`src/rtl/core/mstt_pkg.sv`:
```
`timescale 1ns / 1ps
// ----------------------------------------------------------------------------
// Multi-touch slot tracker package
// Shared widths, codes, command/status structs and the distance function.
// ----------------------------------------------------------------------------
package mstt_pkg;

  // Field widths
  localparam int unsigned KIND_W     = 2;
  localparam int unsigned COORD_W    = 12;
  localparam int unsigned TIME_W     = 32;
  localparam int unsigned TAPS_W     = 8;
  localparam int unsigned SLOTIDX_W  = 4;
  localparam int unsigned THR_W      = 12;
  localparam int unsigned WIN_W      = 16;
  localparam int unsigned DIST_W     = 2 * COORD_W;
  localparam int unsigned CFG_IDX_W  = 4;
  localparam int unsigned CFG_DATA_W = 16;

  // Defaults
  localparam int unsigned DEF_SLOT_COUNT = 10;
  localparam logic [THR_W-1:0]  THR_RESET    = THR_W'(10);
  localparam logic [WIN_W-1:0]  WIN_RESET    = WIN_W'(500);
  localparam logic [DIST_W-1:0] THR_SQ_RESET = DIST_W'(100);
  localparam logic [TAPS_W-1:0] TAPS_MAX     = TAPS_W'(255);

  // Configuration register indexes
  localparam logic [CFG_IDX_W-1:0] CFG_DRAG_THRESHOLD = CFG_IDX_W'(0);
  localparam logic [CFG_IDX_W-1:0] CFG_TAP_WINDOW     = CFG_IDX_W'(1);

  // Event codes
  typedef enum logic [KIND_W-1:0] {
    KIND_START = 2'd0,
    KIND_MOVE  = 2'd1,
    KIND_END   = 2'd2
  } kind_e;

  // Slot read address source
  typedef enum logic [1:0] {
    RD_SCAN = 2'd0,
    RD_FREE = 2'd1,
    RD_BEST = 2'd2
  } rd_sel_e;

  // Controller -> datapath
  typedef struct packed {
    logic    in_ready;
    logic    scan_en;
    logic    drag_sq;
    logic    do_start;
    logic    do_update;
    logic    res_none;
    logic    push;
    rd_sel_e rd_sel;
  } mstt_cmd_t;

  // Datapath -> controller
  typedef struct packed {
    logic  in_fire;
    kind_e kind;
    logic  scan_last;
    logic  out_free;
  } mstt_status_t;

  // Squared absolute difference of two coordinates
  function automatic logic [DIST_W-1:0] sq_diff(input logic [COORD_W-1:0] a,
                                                input logic [COORD_W-1:0] b);
    logic [COORD_W-1:0] d;
    d = (a > b) ? (a - b) : (b - a);
    return DIST_W'(d) * DIST_W'(d);
  endfunction

endpackage

```
`src/rtl/core/mstt_if.sv`:
```
`timescale 1ns / 1ps
// ----------------------------------------------------------------------------
// Multi-touch slot tracker channel interfaces
// Touch event, result and configuration write channels (valid/ready).
// ----------------------------------------------------------------------------

// Touch event channel
interface mstt_evt_if import mstt_pkg::*; ();
  logic                valid;
  logic                ready;
  logic [KIND_W-1:0]   kind;
  logic [COORD_W-1:0]  pos_x;
  logic [COORD_W-1:0]  pos_y;
  logic [TIME_W-1:0]   time_now;

  modport source (output valid, kind, pos_x, pos_y, time_now, input ready);
  modport sink   (input valid, kind, pos_x, pos_y, time_now, output ready);
endinterface

// Result channel
interface mstt_res_if import mstt_pkg::*; ();
  logic                 valid;
  logic                 ready;
  logic                 slot_found;
  logic [SLOTIDX_W-1:0] slot_index;
  logic                 is_dragging;
  logic [TAPS_W-1:0]    taps;

  modport source (output valid, slot_found, slot_index, is_dragging, taps, input ready);
  modport sink   (input valid, slot_found, slot_index, is_dragging, taps, output ready);
endinterface

// Configuration write channel
interface mstt_cfg_if import mstt_pkg::*; ();
  logic                  valid;
  logic                  ready;
  logic [CFG_IDX_W-1:0]  index;
  logic [CFG_DATA_W-1:0] data;

  modport source (output valid, index, data, input ready);
  modport sink   (input valid, index, data, output ready);
endinterface

```
`src/rtl/core/multi_touch_slot_tracker.sv`:
```
`timescale 1ns / 1ps
// ----------------------------------------------------------------------------
// Multi-touch slot tracker
// Assigns touch events to contact slots, tracks drag and tap state.
// ----------------------------------------------------------------------------
// Sequence: a start event passes the dispatch, start and done states before its
//   result is registered; a move/end event instead runs the one-slot-per-cycle
//   nearest-contact scan through a shared squared-distance stage, then the flush,
//   drag test and update states before done.
// Flow: one event at a time; the next transfer is taken once the result enters
//   the output register, later while the result stalls.
// Reset: asynchronous, active low; all slots inactive and zero, threshold 10,
//   tap window 500, no result pending.
module multi_touch_slot_tracker import mstt_pkg::*; #(
  parameter int unsigned SLOT_COUNT = DEF_SLOT_COUNT
) (
  input  logic       clk_i,
  input  logic       rst_ni,
  mstt_evt_if.sink   evt_i,
  mstt_res_if.source res_o,
  mstt_cfg_if.sink   cfg_i
);

  mstt_cmd_t    cmd;
  mstt_status_t st;

  mstt_ctrl u_ctrl (
    .clk_i  (clk_i),
    .rst_ni (rst_ni),
    .st_i   (st),
    .cmd_o  (cmd)
  );

  mstt_dp #(
    .SLOT_COUNT (SLOT_COUNT)
  ) u_dp (
    .clk_i  (clk_i),
    .rst_ni (rst_ni),
    .evt_i  (evt_i),
    .res_o  (res_o),
    .cfg_i  (cfg_i),
    .cmd_i  (cmd),
    .st_o   (st)
  );

  // One event in flight: no new transfer right after one is taken
  a_one_in_flight: assert property (@(posedge clk_i) disable iff (!rst_ni)
    evt_i.valid && evt_i.ready |=> !evt_i.ready)
    else $error("event accepted twice in a row");

  // A found slot lies within the slot range
  a_slot_range: assert property (@(posedge clk_i) disable iff (!rst_ni)
    res_o.valid && res_o.slot_found |->
      {1'b0, res_o.slot_index} < (SLOTIDX_W + 1)'(SLOT_COUNT))
    else $error("slot index out of range");

  // No slot found: all result fields zero
  a_empty_result: assert property (@(posedge clk_i) disable iff (!rst_ni)
    res_o.valid && !res_o.slot_found |->
      res_o.slot_index == '0 && !res_o.is_dragging && res_o.taps == '0)
    else $error("empty result carries data");

endmodule

```
`src/rtl/core/mstt_ctrl.sv`:
```
`timescale 1ns / 1ps
// ----------------------------------------------------------------------------
// Multi-touch slot tracker controller
// Sequences accept, slot start or scan, drag test, slot update and result transfer.
// ----------------------------------------------------------------------------
module mstt_ctrl import mstt_pkg::*; (
  input  logic         clk_i,
  input  logic         rst_ni,
  input  mstt_status_t st_i,
  output mstt_cmd_t    cmd_o
);

  typedef enum logic [7:0] {
    S_IDLE     = 8'b0000_0001,
    S_DISPATCH = 8'b0000_0010,
    S_START    = 8'b0000_0100,
    S_SCAN     = 8'b0000_1000,
    S_FLUSH    = 8'b0001_0000,
    S_DRAG_SQ  = 8'b0010_0000,
    S_UPDATE   = 8'b0100_0000,
    S_DONE     = 8'b1000_0000
  } state_e;

  state_e state_q, state_d;

  // Next state and commands
  always_comb begin
    state_d = state_q;
    cmd_o   = '{rd_sel: RD_SCAN, default: 1'b0};
    unique case (state_q)
      S_IDLE: begin
        cmd_o.in_ready = 1'b1;
        if (st_i.in_fire) state_d = S_DISPATCH;
      end
      S_DISPATCH: begin
        unique case (st_i.kind) inside
          KIND_START: state_d = S_START;
          KIND_MOVE, KIND_END: state_d = S_SCAN;
          default: begin
            // unused code: empty result
            cmd_o.res_none = 1'b1;
            state_d        = S_DONE;
          end
        endcase
      end
      S_START: begin
        cmd_o.do_start = 1'b1;
        cmd_o.rd_sel   = RD_FREE;
        state_d        = S_DONE;
      end
      S_SCAN: begin
        cmd_o.scan_en = 1'b1;
        cmd_o.rd_sel  = RD_SCAN;
        if (st_i.scan_last) state_d = S_FLUSH;
      end
      S_FLUSH: begin
        // last compare of the scan pipe
        state_d = S_DRAG_SQ;
      end
      S_DRAG_SQ: begin
        cmd_o.drag_sq = 1'b1;
        cmd_o.rd_sel  = RD_BEST;
        state_d       = S_UPDATE;
      end
      S_UPDATE: begin
        cmd_o.do_update = 1'b1;
        cmd_o.rd_sel    = RD_BEST;
        state_d         = S_DONE;
      end
      S_DONE: begin
        if (st_i.out_free) begin
          cmd_o.push = 1'b1;
          state_d    = S_IDLE;
        end
      end
      default: state_d = S_IDLE;
    endcase
  end

  always_ff @(posedge clk_i or negedge rst_ni) begin
    if (!rst_ni) begin
      state_q <= S_IDLE;
    end else begin
      state_q <= state_d;
    end
  end

endmodule

```
`src/rtl/core/mstt_dp.sv`:
```
`timescale 1ns / 1ps
// ----------------------------------------------------------------------------
// Multi-touch slot tracker datapath
// Slot state, config registers, distance pipe, nearest search and result.
// ----------------------------------------------------------------------------
module mstt_dp import mstt_pkg::*; #(
  parameter int unsigned SLOT_COUNT = DEF_SLOT_COUNT
) (
  input  logic         clk_i,
  input  logic         rst_ni,
  mstt_evt_if.sink     evt_i,
  mstt_res_if.source   res_o,
  mstt_cfg_if.sink     cfg_i,
  input  mstt_cmd_t    cmd_i,
  output mstt_status_t st_o
);

  localparam int unsigned IDX_W = (SLOT_COUNT > 1) ? $clog2(SLOT_COUNT) : 1;

  // Latched event
  kind_e              kind_q;
  logic [COORD_W-1:0] x_q, y_q;
  logic [TIME_W-1:0]  now_q;

  // Config
  logic [WIN_W-1:0]  win_q;
  logic [DIST_W-1:0] thr_sq_q;

  // Slot state
  logic [SLOT_COUNT-1:0] act_q, drag_q;
  logic [TAPS_W-1:0]     taps_q [SLOT_COUNT];
  logic [COORD_W-1:0]    sx_q [SLOT_COUNT];
  logic [COORD_W-1:0]    sy_q [SLOT_COUNT];
  logic [COORD_W-1:0]    cx_q [SLOT_COUNT];
  logic [COORD_W-1:0]    cy_q [SLOT_COUNT];
  logic [TIME_W-1:0]     et_q [SLOT_COUNT];

  // Scan pipe and nearest tracking
  logic [IDX_W-1:0]  scan_cnt_q;
  logic              s1_valid_q, s1_act_q;
  logic [IDX_W-1:0]  s1_idx_q;
  logic [DIST_W-1:0] sq_x_q, sq_y_q;
  logic              found_q;
  logic [IDX_W-1:0]  best_idx_q;
  logic [DIST_W:0]   best_d_q;

  // Result staging and output register
  logic                 res_found_q, res_drag_q;
  logic [IDX_W-1:0]     res_idx_q;
  logic [TAPS_W-1:0]    res_taps_q;
  logic                 out_valid_q;
  logic                 out_found_q, out_drag_q;
  logic [SLOTIDX_W-1:0] out_idx_q;
  logic [TAPS_W-1:0]    out_taps_q;

  logic               in_fire;
  logic [IDX_W-1:0]   free_idx, rd_idx;
  logic [COORD_W-1:0] ax, ay, bx, by;
  logic [DIST_W:0]    dist_sum;
  logic               closer, beyond, drag_new, tap_hit;
  logic [TIME_W:0]    tap_limit;
  logic [TAPS_W-1:0]  taps_new;

  assign in_fire     = evt_i.valid && evt_i.ready;
  assign evt_i.ready = cmd_i.in_ready;
  assign cfg_i.ready = 1'b1;

  assign st_o.in_fire   = in_fire;
  assign st_o.kind      = kind_q;
  assign st_o.scan_last = (scan_cnt_q == IDX_W'(SLOT_COUNT - 1));
  assign st_o.out_free  = !out_valid_q || res_o.ready;

  // First inactive slot, last slot when all are in use
  always_comb begin
    free_idx = IDX_W'(SLOT_COUNT - 1);
    for (int i = SLOT_COUNT - 1; i >= 0; i--) begin
      if (!act_q[i]) free_idx = IDX_W'(i);
    end
  end

  // Slot read address
  always_comb begin
    case (cmd_i.rd_sel)
      RD_SCAN: rd_idx = scan_cnt_q;
      RD_FREE: rd_idx = free_idx;
      RD_BEST: rd_idx = best_idx_q;
      default: rd_idx = scan_cnt_q;
    endcase
  end

  // Squarer operands: scan measures event to current point, drag test
  // measures start point to new (move) or held (end) current point
  always_comb begin
    if (cmd_i.drag_sq) begin
      ax = (kind_q == KIND_MOVE) ? x_q : cx_q[rd_idx];
      ay = (kind_q == KIND_MOVE) ? y_q : cy_q[rd_idx];
      bx = sx_q[rd_idx];
      by = sy_q[rd_idx];
    end else begin
      ax = cx_q[rd_idx];
      ay = cy_q[rd_idx];
      bx = x_q;
      by = y_q;
    end
  end

  assign dist_sum = {1'b0, sq_x_q} + {1'b0, sq_y_q};
  assign closer   = s1_valid_q && s1_act_q && (!found_q || (dist_sum < best_d_q));
  assign beyond   = dist_sum > {1'b0, thr_sq_q};
  assign drag_new = drag_q[rd_idx] || beyond;

  // Tap test, sum kept one bit wider so it never wraps
  assign tap_limit = {1'b0, et_q[rd_idx]} + (TIME_W + 1)'(win_q);
  assign tap_hit   = {1'b0, now_q} < tap_limit;
  always_comb begin
    if (!tap_hit)                       taps_new = '0;
    else if (taps_q[rd_idx] == TAPS_MAX) taps_new = TAPS_MAX;
    else                                taps_new = taps_q[rd_idx] + TAPS_W'(1);
  end

  // Event latch
  always_ff @(posedge clk_i) begin
    if (in_fire) begin
      kind_q <= kind_e'(evt_i.kind);
      x_q    <= evt_i.pos_x;
      y_q    <= evt_i.pos_y;
      now_q  <= evt_i.time_now;
    end
  end

  // Config registers
  always_ff @(posedge clk_i or negedge rst_ni) begin
    if (!rst_ni) begin
      win_q    <= WIN_RESET;
      thr_sq_q <= THR_SQ_RESET;
    end else if (cfg_i.valid && cfg_i.ready) begin
      case (cfg_i.index)
        CFG_DRAG_THRESHOLD: begin
          thr_sq_q <= DIST_W'(cfg_i.data[THR_W-1:0]) * DIST_W'(cfg_i.data[THR_W-1:0]);
        end
        CFG_TAP_WINDOW: win_q <= cfg_i.data[WIN_W-1:0];
        default: ;
      endcase
    end
  end

  // Distance stage
  always_ff @(posedge clk_i) begin
    if (cmd_i.scan_en || cmd_i.drag_sq) begin
      sq_x_q   <= sq_diff(ax, bx);
      sq_y_q   <= sq_diff(ay, by);
      s1_act_q <= act_q[rd_idx];
      s1_idx_q <= scan_cnt_q;
    end
  end

  // Scan control and nearest tracking
  always_ff @(posedge clk_i or negedge rst_ni) begin
    if (!rst_ni) begin
      scan_cnt_q <= '0;
      s1_valid_q <= 1'b0;
      found_q    <= 1'b0;
      best_idx_q <= '0;
      best_d_q   <= '0;
    end else begin
      s1_valid_q <= cmd_i.scan_en;
      if (in_fire) begin
        scan_cnt_q <= '0;
        found_q    <= 1'b0;
      end else begin
        if (cmd_i.scan_en) scan_cnt_q <= scan_cnt_q + IDX_W'(1);
        // strict compare: lowest index wins ties
        if (closer) begin
          found_q    <= 1'b1;
          best_idx_q <= s1_idx_q;
          best_d_q   <= dist_sum;
        end
      end
    end
  end

  // Slot state updates
  always_ff @(posedge clk_i or negedge rst_ni) begin
    if (!rst_ni) begin
      act_q  <= '0;
      drag_q <= '0;
      for (int i = 0; i < SLOT_COUNT; i++) begin
        taps_q[i] <= '0;
        sx_q[i]   <= '0;
        sy_q[i]   <= '0;
        cx_q[i]   <= '0;
        cy_q[i]   <= '0;
        et_q[i]   <= '0;
      end
    end else if (cmd_i.do_start) begin
      taps_q[rd_idx] <= taps_new;
      sx_q[rd_idx]   <= x_q;
      sy_q[rd_idx]   <= y_q;
      cx_q[rd_idx]   <= x_q;
      cy_q[rd_idx]   <= y_q;
      act_q[rd_idx]  <= 1'b1;
      drag_q[rd_idx] <= 1'b0;
    end else if (cmd_i.do_update && found_q) begin
      drag_q[rd_idx] <= drag_new;
      cx_q[rd_idx]   <= x_q;
      cy_q[rd_idx]   <= y_q;
      if (kind_q == KIND_END) begin
        act_q[rd_idx] <= 1'b0;
        et_q[rd_idx]  <= now_q;
      end
    end
  end

  // Result staging
  always_ff @(posedge clk_i) begin
    if (cmd_i.do_start) begin
      res_found_q <= 1'b1;
      res_idx_q   <= rd_idx;
      res_drag_q  <= 1'b0;
      res_taps_q  <= taps_new;
    end else if (cmd_i.do_update && found_q) begin
      res_found_q <= 1'b1;
      res_idx_q   <= rd_idx;
      res_drag_q  <= drag_new;
      res_taps_q  <= taps_q[rd_idx];
    end else if (cmd_i.do_update || cmd_i.res_none) begin
      res_found_q <= 1'b0;
      res_idx_q   <= '0;
      res_drag_q  <= 1'b0;
      res_taps_q  <= '0;
    end
  end

  // Output register
  always_ff @(posedge clk_i or negedge rst_ni) begin
    if (!rst_ni) begin
      out_valid_q <= 1'b0;
    end else if (cmd_i.push) begin
      out_valid_q <= 1'b1;
    end else if (res_o.ready) begin
      out_valid_q <= 1'b0;
    end
  end

  always_ff @(posedge clk_i) begin
    if (cmd_i.push) begin
      out_found_q <= res_found_q;
      out_idx_q   <= SLOTIDX_W'(res_idx_q);
      out_drag_q  <= res_drag_q;
      out_taps_q  <= res_taps_q;
    end
  end

  assign res_o.valid       = out_valid_q;
  assign res_o.slot_found  = out_found_q;
  assign res_o.slot_index  = out_idx_q;
  assign res_o.is_dragging = out_drag_q;
  assign res_o.taps        = out_taps_q;

endmodule
```
`src/flat_wrapper.sv`:
```
// flat-port wrapper written by rule: the top's interface ports become plain ports
module multi_touch_slot_tracker_flat import mstt_pkg::*;
#(
  parameter int unsigned SLOT_COUNT = DEF_SLOT_COUNT
)
  (clk_i, rst_ni, evt_i_valid, evt_i_kind, evt_i_pos_x, evt_i_pos_y, evt_i_time_now, evt_i_ready, res_o_valid, res_o_slot_found, res_o_slot_index, res_o_is_dragging, res_o_taps, res_o_ready, cfg_i_valid, cfg_i_index, cfg_i_data, cfg_i_ready);
  mstt_evt_if evt_i_i ();
  mstt_res_if res_o_i ();
  mstt_cfg_if cfg_i_i ();
  input  logic clk_i;
  input  logic rst_ni;
  input wire logic [$bits(evt_i_i.valid)-1:0] evt_i_valid;
  input wire logic [$bits(evt_i_i.kind)-1:0] evt_i_kind;
  input wire logic [$bits(evt_i_i.pos_x)-1:0] evt_i_pos_x;
  input wire logic [$bits(evt_i_i.pos_y)-1:0] evt_i_pos_y;
  input wire logic [$bits(evt_i_i.time_now)-1:0] evt_i_time_now;
  output wire logic [$bits(evt_i_i.ready)-1:0] evt_i_ready;
  output wire logic [$bits(res_o_i.valid)-1:0] res_o_valid;
  output wire logic [$bits(res_o_i.slot_found)-1:0] res_o_slot_found;
  output wire logic [$bits(res_o_i.slot_index)-1:0] res_o_slot_index;
  output wire logic [$bits(res_o_i.is_dragging)-1:0] res_o_is_dragging;
  output wire logic [$bits(res_o_i.taps)-1:0] res_o_taps;
  input wire logic [$bits(res_o_i.ready)-1:0] res_o_ready;
  input wire logic [$bits(cfg_i_i.valid)-1:0] cfg_i_valid;
  input wire logic [$bits(cfg_i_i.index)-1:0] cfg_i_index;
  input wire logic [$bits(cfg_i_i.data)-1:0] cfg_i_data;
  output wire logic [$bits(cfg_i_i.ready)-1:0] cfg_i_ready;
  assign evt_i_i.valid = evt_i_valid;
  assign evt_i_i.kind = evt_i_kind;
  assign evt_i_i.pos_x = evt_i_pos_x;
  assign evt_i_i.pos_y = evt_i_pos_y;
  assign evt_i_i.time_now = evt_i_time_now;
  assign evt_i_ready = evt_i_i.ready;
  assign res_o_valid = res_o_i.valid;
  assign res_o_slot_found = res_o_i.slot_found;
  assign res_o_slot_index = res_o_i.slot_index;
  assign res_o_is_dragging = res_o_i.is_dragging;
  assign res_o_taps = res_o_i.taps;
  assign res_o_i.ready = res_o_ready;
  assign cfg_i_i.valid = cfg_i_valid;
  assign cfg_i_i.index = cfg_i_index;
  assign cfg_i_i.data = cfg_i_data;
  assign cfg_i_ready = cfg_i_i.ready;
  multi_touch_slot_tracker #(.SLOT_COUNT(SLOT_COUNT)) u_core (.clk_i(clk_i), .rst_ni(rst_ni), .evt_i(evt_i_i), .res_o(res_o_i), .cfg_i(cfg_i_i));
endmodule
```
`config.mk`:
```
export PLATFORM = sky130hd
export DESIGN_NAME = multi_touch_slot_tracker_flat
export DESIGN_NICKNAME = d
export VERILOG_FILES = /design/src/rtl/core/mstt_pkg.sv /design/src/rtl/core/mstt_if.sv /design/src/rtl/core/multi_touch_slot_tracker.sv /design/src/rtl/core/mstt_ctrl.sv /design/src/rtl/core/mstt_dp.sv /design/src/flat_wrapper.sv
export SDC_FILE = /design/constraint.sdc
export NUM_CORES = 2
export LEC_CHECK = 0
export BUFFER_PORTS_ARGS = -buffer_cell sky130_fd_sc_hd__buf_4
export CAP_MARGIN = 20
export CORE_ASPECT_RATIO = 1.4
export CORE_MARGIN = 1
export CORE_UTILIZATION = 40
export CTS_CLUSTER_SIZE = 24
export DETAILED_ROUTE_END_ITERATION = 7
export PLACE_DENSITY_LB_ADDON = 0.25
export SYNTH_ARGS = -nofsm -noshare
export SYNTH_HDL_FRONTEND = slang
export SYNTH_SLANG_ARGS = --single-unit
```
`constraint.sdc`:
```
create_clock -name clk_i -period 13.8 [get_ports clk_i]
set_input_delay 0.69 -clock clk_i [delete_from_list [all_inputs] [get_ports clk_i]]
set_output_delay 0.69 -clock clk_i [all_outputs]
set_load 0.02 [all_outputs]
```
### Yosys cells after proc, flatten, opt, wreduce, memory -nomap -nowiden

Index checks and enable logic that the tools add are counted.

* output and inout port bits: 17
* logic and storage cells: 260
* register bits: 1123

* equal/unequal tests: 18
* reduce and logical (&&, ||, !) cells: 33
* $mul: 3
* $lt $le $gt $ge: 9
* $add $sub $neg: 8
* muxes and demuxes: 95
* bitwise gates (word level): 7

Operator list (number)
* 120-bit bitwise mux: 4
* 120-bit 2-to-1 mux: 4
* 320-bit bitwise mux: 1
* 12-bit 2-to-1 mux: 17
* 12-bit binary-select mux with 4-bit select: 4
* 32-bit binary-select mux with 4-bit select: 1
* 32-bit demux with 4-bit select: 1
* 32-bit 2-to-1 mux: 3
* 8-bit 2-to-1 mux: 11
* 80-bit bitwise mux: 1
* 12-bit by 12-bit multiplier with 24-bit output: 3
* 8-bit one-hot mux with 7 select lines: 1
* 4-bit 2-to-1 mux: 13
* 10-bit 2-to-1 mux: 5
* 12-bit demux with 4-bit select: 1
* 12-bit subtractor: 4
* 32-bit by 16-bit adder with 33-bit output: 1
* 32-bit by 33-bit less-than comparator with 1-bit output: 1
* 8-bit binary-select mux with 4-bit select: 1
* 8-bit demux with 4-bit select: 1
* 24-bit by 24-bit adder with 25-bit output: 1
* 25-bit by 24-bit greater-than comparator with 1-bit output: 1
* 25-bit less-than comparator: 1
* 12-bit greater-than comparator: 2
* 43 further kinds: 90

### Longest topological paths before layout

* word-level depth: 19
* depth in mapped cells: 57

### Hierarchy

A second synthesis with hierarchy kept.

* cells, all modules: 6400
* area total of the unflattened synthesis: 67948.9 sq um

By module, submodules not included
* mstt_dp: sequential area each 28503.6 sq um, area each 67440.9 sq um, cells an instance 6347, instances 1
* mstt_ctrl: sequential area each 201.4 sq um, area each 508.0 sq um, cells an instance 53, instances 1

### Worst setup path after synthesis

No wires, ideal clock.

* path kind: register -> register
* start point: reg u_core.u_ctrl.state_q[4]
* end point: reg u_core.u_dp.sq_y_q[23] (data pin)
* stages on the path, launching flop included: 56
* data arrival time: 11881 ps
* setup slack: 1652 ps
* path buffers: 10
* data required time: 13532 ps
* path through: dfrtp_1 > nor4_1 > nand2_1 > nor3b_1 > inv_1 > clkbuf_1 > ha_1 > nor2_1 > a32oi_2 > o211a_1 > buf_4 > buf_2 > buf_2 > buf_2 > buf_2 > buf_2 > buf_1 > nand3_1 > [... 20 more ...] > inv_1 > fa_1 > inv_1 > fa_1 > inv_1 > fa_1 > inv_1 > ha_1 > nor2_1 > nor2_1 > o211ai_1 > a2bb2oi_1 > a2111oi_0 > o21a_1 > o21a_1 > nor4_1 > o41ai_1 > xnor2_1

* cells in the longest elaborated chain, start to end: 14
* elaborated cells between the ends (all ways): 24
* those cells by class: add/sub: 2; mul: 1; order compare: 1; eq/ne: 5; mux: 13; bitwise: 1; reduce/logical: 1

Ends and longest elaborated chain
* start: declaration: line mstt_ctrl.sv:24 `state_e state_q, state_d;`
* start signal: assignment: line mstt_ctrl.sv:84 `state_q <= state_d;`
* 8-bit by 6-bit == test with 1-bit output or 8-bit by 7-bit == test with 1-bit output (tied branches): line mstt_ctrl.sv:30 `unique case (state_q)`
* 2-bit OR reduction (no line)
* 2-bit one-hot mux with 2 select lines: line mstt_ctrl.sv:30
* 2-bit == test or 2-bit by 1-bit == test with 1-bit output (tied branches): line mstt_dp.sv:83 `case (cmd_i.rd_sel)`
* 4-bit one-hot mux with 2 select lines: line mstt_dp.sv:83
* 4-bit inverter with 5-bit output (implied by the code): line mstt_dp.sv:96, mstt_dp.sv:98, mstt_dp.sv:101
* 12-bit binary-select mux with 4-bit select: line mstt_dp.sv:96, mstt_dp.sv:101
* 12-bit 2-to-1 mux (implied by the code) (2 in a row): line mstt_dp.sv:96, mstt_dp.sv:101
* 12-bit 2-to-1 mux: line mstt_dp.sv:96 `ay = (kind_q == KIND_MOVE) ? y_q : cy_q[rd_idx];`
* 12-bit 2-to-1 mux: line mstt_dp.sv:94 `if (cmd_i.drag_sq) begin`
* 12-bit subtractor or 12-bit greater-than comparator (tied branches): line mstt_pkg.sv:69 `d = (a > b) ? (a - b) : (b - a);`
* 12-bit 2-to-1 mux *: line mstt_pkg.sv:69
* 12-bit by 12-bit multiplier with 24-bit output *: line mstt_pkg.sv:70 `return DIST_W'(d) * DIST_W'(d);`
* end signal: assignment: line mstt_dp.sv:151 `sq_y_q <= sq_diff(ay, by);`
* end: declaration: line mstt_dp.sv:42 `logic [DIST_W-1:0] sq_x_q, sq_y_q;`

Every way passes the cells marked *; elsewhere a longest branch is shown, timed or not. The select of a mux whose other input is x is not followed.
A chain may end at the register's enable or synchronous reset.

### Final worst setup path

* start point: reg u_core.u_ctrl.state_q[4]
* end point: reg u_core.u_dp.sq_x_q[23] (data pin)

* cells in the longest elaborated chain, start to end: 14
* elaborated cells between the ends (all ways): 24
* those cells by class: add/sub: 2; mul: 1; order compare: 1; eq/ne: 5; mux: 13; bitwise: 1; reduce/logical: 1

Ends and longest elaborated chain
* 8-bit by 6-bit == test with 1-bit output or 8-bit by 7-bit == test with 1-bit output (tied branches): line mstt_ctrl.sv:30
* 2-bit OR reduction (no line)
* 2-bit one-hot mux with 2 select lines: line mstt_ctrl.sv:30
* 2-bit == test or 2-bit by 1-bit == test with 1-bit output (tied branches): line mstt_dp.sv:83
* 4-bit one-hot mux with 2 select lines: line mstt_dp.sv:83
* 4-bit inverter with 5-bit output (implied by the code): line mstt_dp.sv:95, mstt_dp.sv:97, mstt_dp.sv:100
* 12-bit binary-select mux with 4-bit select: line mstt_dp.sv:95, mstt_dp.sv:100
* 12-bit 2-to-1 mux (implied by the code) (2 in a row): line mstt_dp.sv:95, mstt_dp.sv:100
* 12-bit 2-to-1 mux: line mstt_dp.sv:95 `ax = (kind_q == KIND_MOVE) ? x_q : cx_q[rd_idx];`
* 12-bit 2-to-1 mux: line mstt_dp.sv:94
* 12-bit subtractor or 12-bit greater-than comparator (tied branches): line mstt_pkg.sv:69
* 12-bit 2-to-1 mux *: line mstt_pkg.sv:69
* 12-bit by 12-bit multiplier with 24-bit output *: line mstt_pkg.sv:70
* end signal: assignment: line mstt_dp.sv:150 `sq_x_q <= sq_diff(ax, bx);`
* end: declaration: line mstt_dp.sv:42

Marks and branches as above.

==> results_tabular.tex <==
\begin{tabular}{lr}
\hline
Metric & Value \\
\hline
\multicolumn{2}{l}{\textbf{Timing}} \\
\quad Transition time at the pin with the least slew margin & 1182 ps \\
\quad Maximum clock skew at final layout & 55.04 ps \\
\quad Setup repair after global routing missed its margin & false \\
\quad Number of hold violations in the final report & 1 \\
\quad FMAX & 76.76 MHz \\
\quad Pins over their slew limit & 0 \\
\quad Setup ws final & 772.3 ps \\
\quad Final number of setup-violating endpoints & 0 \\
\quad Max-slew headroom at the worst pin & 21.20\% \\
\quad Minimum clock period & 13030 ps \\
\quad Sum of negative setup slack & 0 ps \\
\quad Period Utilization, post-route & 94.40\% \\
\quad Worst slack on hold paths & -4.671 ps \\
\multicolumn{2}{l}{\textbf{GRT}} \\
\quad Global-route wire length before repair & 305400 um \\
\quad Antenna violations before repair & 2 \\
\quad Maximum number of pins on one net before global-route repair & 156 \\
\quad Overall overflow remaining after global route & 0 \\
\quad Total routing resource utilization after global routing & 22.88\% \\
\quad Via count of the first global-routing pass & 51.52k \\
\multicolumn{2}{l}{\textbf{Worst setup path}} \\
\quad Crit-path slowest cell & sky130\_fd\_sc\_hd\_\_a32oi\_2 \\
\quad Crit path largest cell delay & 570 ps \\
\quad Cell family contributing the most delay on the critical path & compound AO/OA/AOI/OAI gates \\
\quad Count of buffering cells on the critical path with inverters included & 8 \\
\quad Critical R2R Capture & u\_core.u\_dp.sq\_x\_q[23] \\
\quad Number of cells on the critical path & 45 \\
\quad Critical path class & reg2reg \\
\quad Element type at the critical path start & flip-flop \\
\quad Critical Path End Type & flip-flop \\
\quad Count of cells along the worst register-to-register path & 45 \\
\quad Startpoint of the worst-slack reg-to-reg timing path & u\_core.u\_ctrl.state\_q[4] \\
\quad Worst Path Max Fanout & 37 \\
\quad CP Data Arrival Time & 13550 ps \\
\quad Reg2reg setup slack & 770 ps \\
\quad Most used cell, CP & sky130\_fd\_sc\_hd\_\_fa\_1 \\
\quad Critical path required time & 14320 ps \\
\multicolumn{2}{l}{\textbf{Finish}} \\
\quad Most common cell after layout, fill and taps aside & sky130\_fd\_sc\_hd\_\_nand2\_1 \\
\quad Area Overhead vs Synth & 10.30\% \\
\quad Number of nets in the final layout & 7566 \\
\quad Post-layout instance area & 0.07506 mm2 \\
\quad Most used cells in the layout excluding fill and tap cells & 1527 x sky130\_fd\_sc\_hd\_\_nand2\_1, 972 x sky130\_fd\_sc\_hd\_\_dfrtp\_1, 680 x sky130\_fd\_sc\_hd\_\_mux2\_2 \\
\quad Fraction of layout cells with a size suffix above 1 & 17.43\% \\
\multicolumn{2}{l}{\textbf{Logic synthesis}} \\
\quad Synth Cell Area & 0.06805 mm2 \\
\quad Distinct cells, synth & 94 \\
\quad Yosys warnings & 0 \\
\quad Top flip-flop cell by instance count after synthesis & sky130\_fd\_sc\_hd\_\_dfrtp\_1 \\
\quad Sequential area share after synthesis & 42.18\% \\
\quad Flip-flop and latch count after synthesis & 1120 \\
\quad Number of enable flip-flop cells after synthesis & 135 \\
\quad Gate count after technology mapping & 6971 \\
\quad Synthesized area per cell & 9.762 um2 \\
\quad Synthesized net count & 7645 \\
\quad Share of synthesized flip-flops with an asynchronous set or reset & 87.77\% \\
\multicolumn{2}{l}{\textbf{Clocking}} \\
\quad CTS Root Buffer Type & sky130\_fd\_sc\_hd\_\_clkbuf\_16 \\
\quad Later-pin clock latency in the skew report & 780 ps \\
\quad Buffers inserted by post-CTS timing repair & 0 \\
\quad Clock-pin transition on the worst setup and hold timing paths & 70 ps \\
\quad Maximum buffer depth of the clock tree & 3 \\
\quad Clock tree from TritonCTS & yes \\
\quad H-tree depth & 3 \\
\quad Number of CTS-inserted buffers & 113 \\
\quad Sinks on the clock net & 1120 \\
\multicolumn{2}{l}{\textbf{Placed design}} \\
\quad Count of input and output buffers & 98 \\
\quad Placed Instance Area & 0.07119 mm2 \\
\quad Final GP Congestion & 0.8707 \\
\quad HPWL after DPL & 126200 um \\
\quad Post-placement worst setup slack & 646.8 ps \\
\multicolumn{2}{l}{\textbf{Routing}} \\
\quad Total detailed-routing wirelength & 197100 um \\
\quad Detail Route met2 WL & 99700 um \\
\quad Detailed-route vias per instance & 5.471 \\
\quad DRT iter0 DRCs & 3642 \\
\quad Met1 routed wirelength after detailed routing & 82430 um \\
\quad Per-cell routed wire length & 21.34 um \\
\quad Total via count after detailed routing & 50.52k \\
\quad Amount of wire on met3 after detailed routing & 8492 um \\
\quad DRC violations left & 0 \\
\quad Top routing layer in use & met5 \\
\quad DRT Pass-1 Iters & 5 \\
\quad Antenna-violating nets left & 0 \\
\multicolumn{2}{l}{\textbf{Floorplan}} \\
\quad Die Width & 350.6 um \\
\quad Die footprint & 0.1718 mm2 \\
\quad Number of ports placed on the die boundary & 100 \\
\quad Die Y-Extent & 490.0 um \\
\quad Initial cell density of the core & 40.42\% \\
\quad FP Rows & 178 \\
\quad Core area & 0.1684 mm2 \\
\multicolumn{2}{l}{\textbf{Job}} \\
\quad MaxCap Viol Count & 0 \\
\multicolumn{2}{l}{\textbf{Status}} \\
\quad Violations in the final reports & hold timing \\
\quad Run status & finished, violations left \\
\multicolumn{2}{l}{\textbf{Min path}} \\
\quad Worst hold-check path type & in2async \\
\hline
\end{tabular}
## sequential cells by signal, summed over array words and instances (netlist names), 23 cells and up, named ones only
register	count
u_core.u_dp.sq_x_q	23
u_core.u_dp.sq_y_q	23
u_core.u_dp.sx_q	120
u_core.u_dp.cx_q	120
u_core.u_dp.best_d_q	25
u_core.u_dp.et_q	320
u_core.u_dp.thr_sq_q	23
u_core.u_dp.sy_q	120
u_core.u_dp.cy_q	120
u_core.u_dp.now_q	32
u_core.u_dp.taps_q	80
## synth_stat cells, types with 20 or more instances
| library cell | number | area (um2) |
|---|---|---|
| sky130_fd_sc_hd__mux2i_1 | 113 | 1131 |
| sky130_fd_sc_hd__buf_2 | 101 | 505.5 |
| sky130_fd_sc_hd__nor3_1 | 43 | 215.2 |
| sky130_fd_sc_hd__o21ai_0 | 238 | 1191 |
| sky130_fd_sc_hd__xnor2_1 | 84 | 735.7 |
| sky130_fd_sc_hd__ha_1 | 349 | 4367 |
| sky130_fd_sc_hd__buf_1 | 83 | 311.6 |
| sky130_fd_sc_hd__a21o_1 | 46 | 345.3 |
| sky130_fd_sc_hd__edfxtp_1 | 135 | 4054 |
| sky130_fd_sc_hd__mux2_2 | 680 | 7657 |
| sky130_fd_sc_hd__o21a_1 | 26 | 195.2 |
| sky130_fd_sc_hd__o22a_1 | 20 | 175.2 |
| sky130_fd_sc_hd__clkbuf_1 | 236 | 885.9 |
| sky130_fd_sc_hd__and2_1 | 62 | 387.9 |
| sky130_fd_sc_hd__nand3_1 | 314 | 1572 |
| sky130_fd_sc_hd__o211ai_1 | 25 | 187.7 |
| sky130_fd_sc_hd__xor2_1 | 59 | 516.8 |
| sky130_fd_sc_hd__nand4_1 | 20 | 125.1 |
| sky130_fd_sc_hd__o22ai_1 | 24 | 150.1 |
| sky130_fd_sc_hd__fa_1 | 242 | 4845 |
| sky130_fd_sc_hd__nor2_1 | 231 | 867.1 |
| sky130_fd_sc_hd__a31oi_1 | 75 | 469.2 |
| sky130_fd_sc_hd__o21ai_1 | 34 | 170.2 |
| sky130_fd_sc_hd__or2_2 | 21 | 131.4 |
| sky130_fd_sc_hd__nand2b_1 | 35 | 219.0 |
| sky130_fd_sc_hd__nor2b_1 | 30 | 187.7 |
| sky130_fd_sc_hd__inv_1 | 510 | 1914 |
| sky130_fd_sc_hd__nand2_1 | 1551 | 5822 |
| sky130_fd_sc_hd__a211oi_1 | 46 | 345.3 |
| sky130_fd_sc_hd__dfrtp_1 | 973 | 24350 |
| sky130_fd_sc_hd__and3_1 | 41 | 256.5 |
| sky130_fd_sc_hd__a21oi_1 | 265 | 1326 |
## final cells by class
type	instances	area (um2)
fillers	16090	93310
inverters	511	1918
repair buffers	241	2008
well taps	2250	2815
clock inverters	54	550.5
flip-flops and latches	1120	28710
diodes	1	2.502
clock buffers	153	3261
multi-input cells	4905	35800
## per-layer routing
layer  GRT usage, %  vias to the layer above
met2          40.12                     1232
li1               -                    23320
met3          2.492                      329
met1          28.92                    25640
met4          8.054                        2
met5              0                        -
## kinds of logic after synthesis
family	Yosys count	synth area share (%)
DFF	1120	42.18
adders and majority gates	591	13.54
buffers and inverters	947	5.514
AOI/OAI and AO/OA	952	8.763
xor gates and xnor gates	143	1.841
other	1	0.005511
and+or+nand+nor	2424	15.24
muxes	793	12.91
## through the flow
stage | util (%) | instances
global placement | 42.27 | 9023
detailed placement | 42.28 | 9024
CTS | 44.55 | 9231
global route | 44.58 | 9235
finish | 44.58 | 9235
floorplan | - | 6971
## timing repair
action	4_1_cts	5_1_grt
endpoints found under the setup margin	0	5
gates resized for setup	0	5
hold buffers	0	0
## worst max path at each step
stage / from / endpoint / slack, ps
global route: u_core.u_ctrl.state_q[7] / u_core.u_dp.sq_x_q[23] / 20
detailed placement: u_core.u_ctrl.state_q[4] / u_core.u_dp.sq_y_q[23] / 650
finish: u_core.u_ctrl.state_q[4] / u_core.u_dp.sq_x_q[23] / 770
floorplan: u_core.u_ctrl.state_q[4] / u_core.u_dp.sq_y_q[23] / 1650
global placement: u_core.u_ctrl.state_q[4] / u_core.u_dp.sq_x_q[20] / 910
CTS: u_core.u_ctrl.state_q[4] / u_core.u_dp.sq_y_q[23] / 550
Power is not shown: default switching activity piles up to over one toggle a cycle in this logic, so the estimate is an artifact.
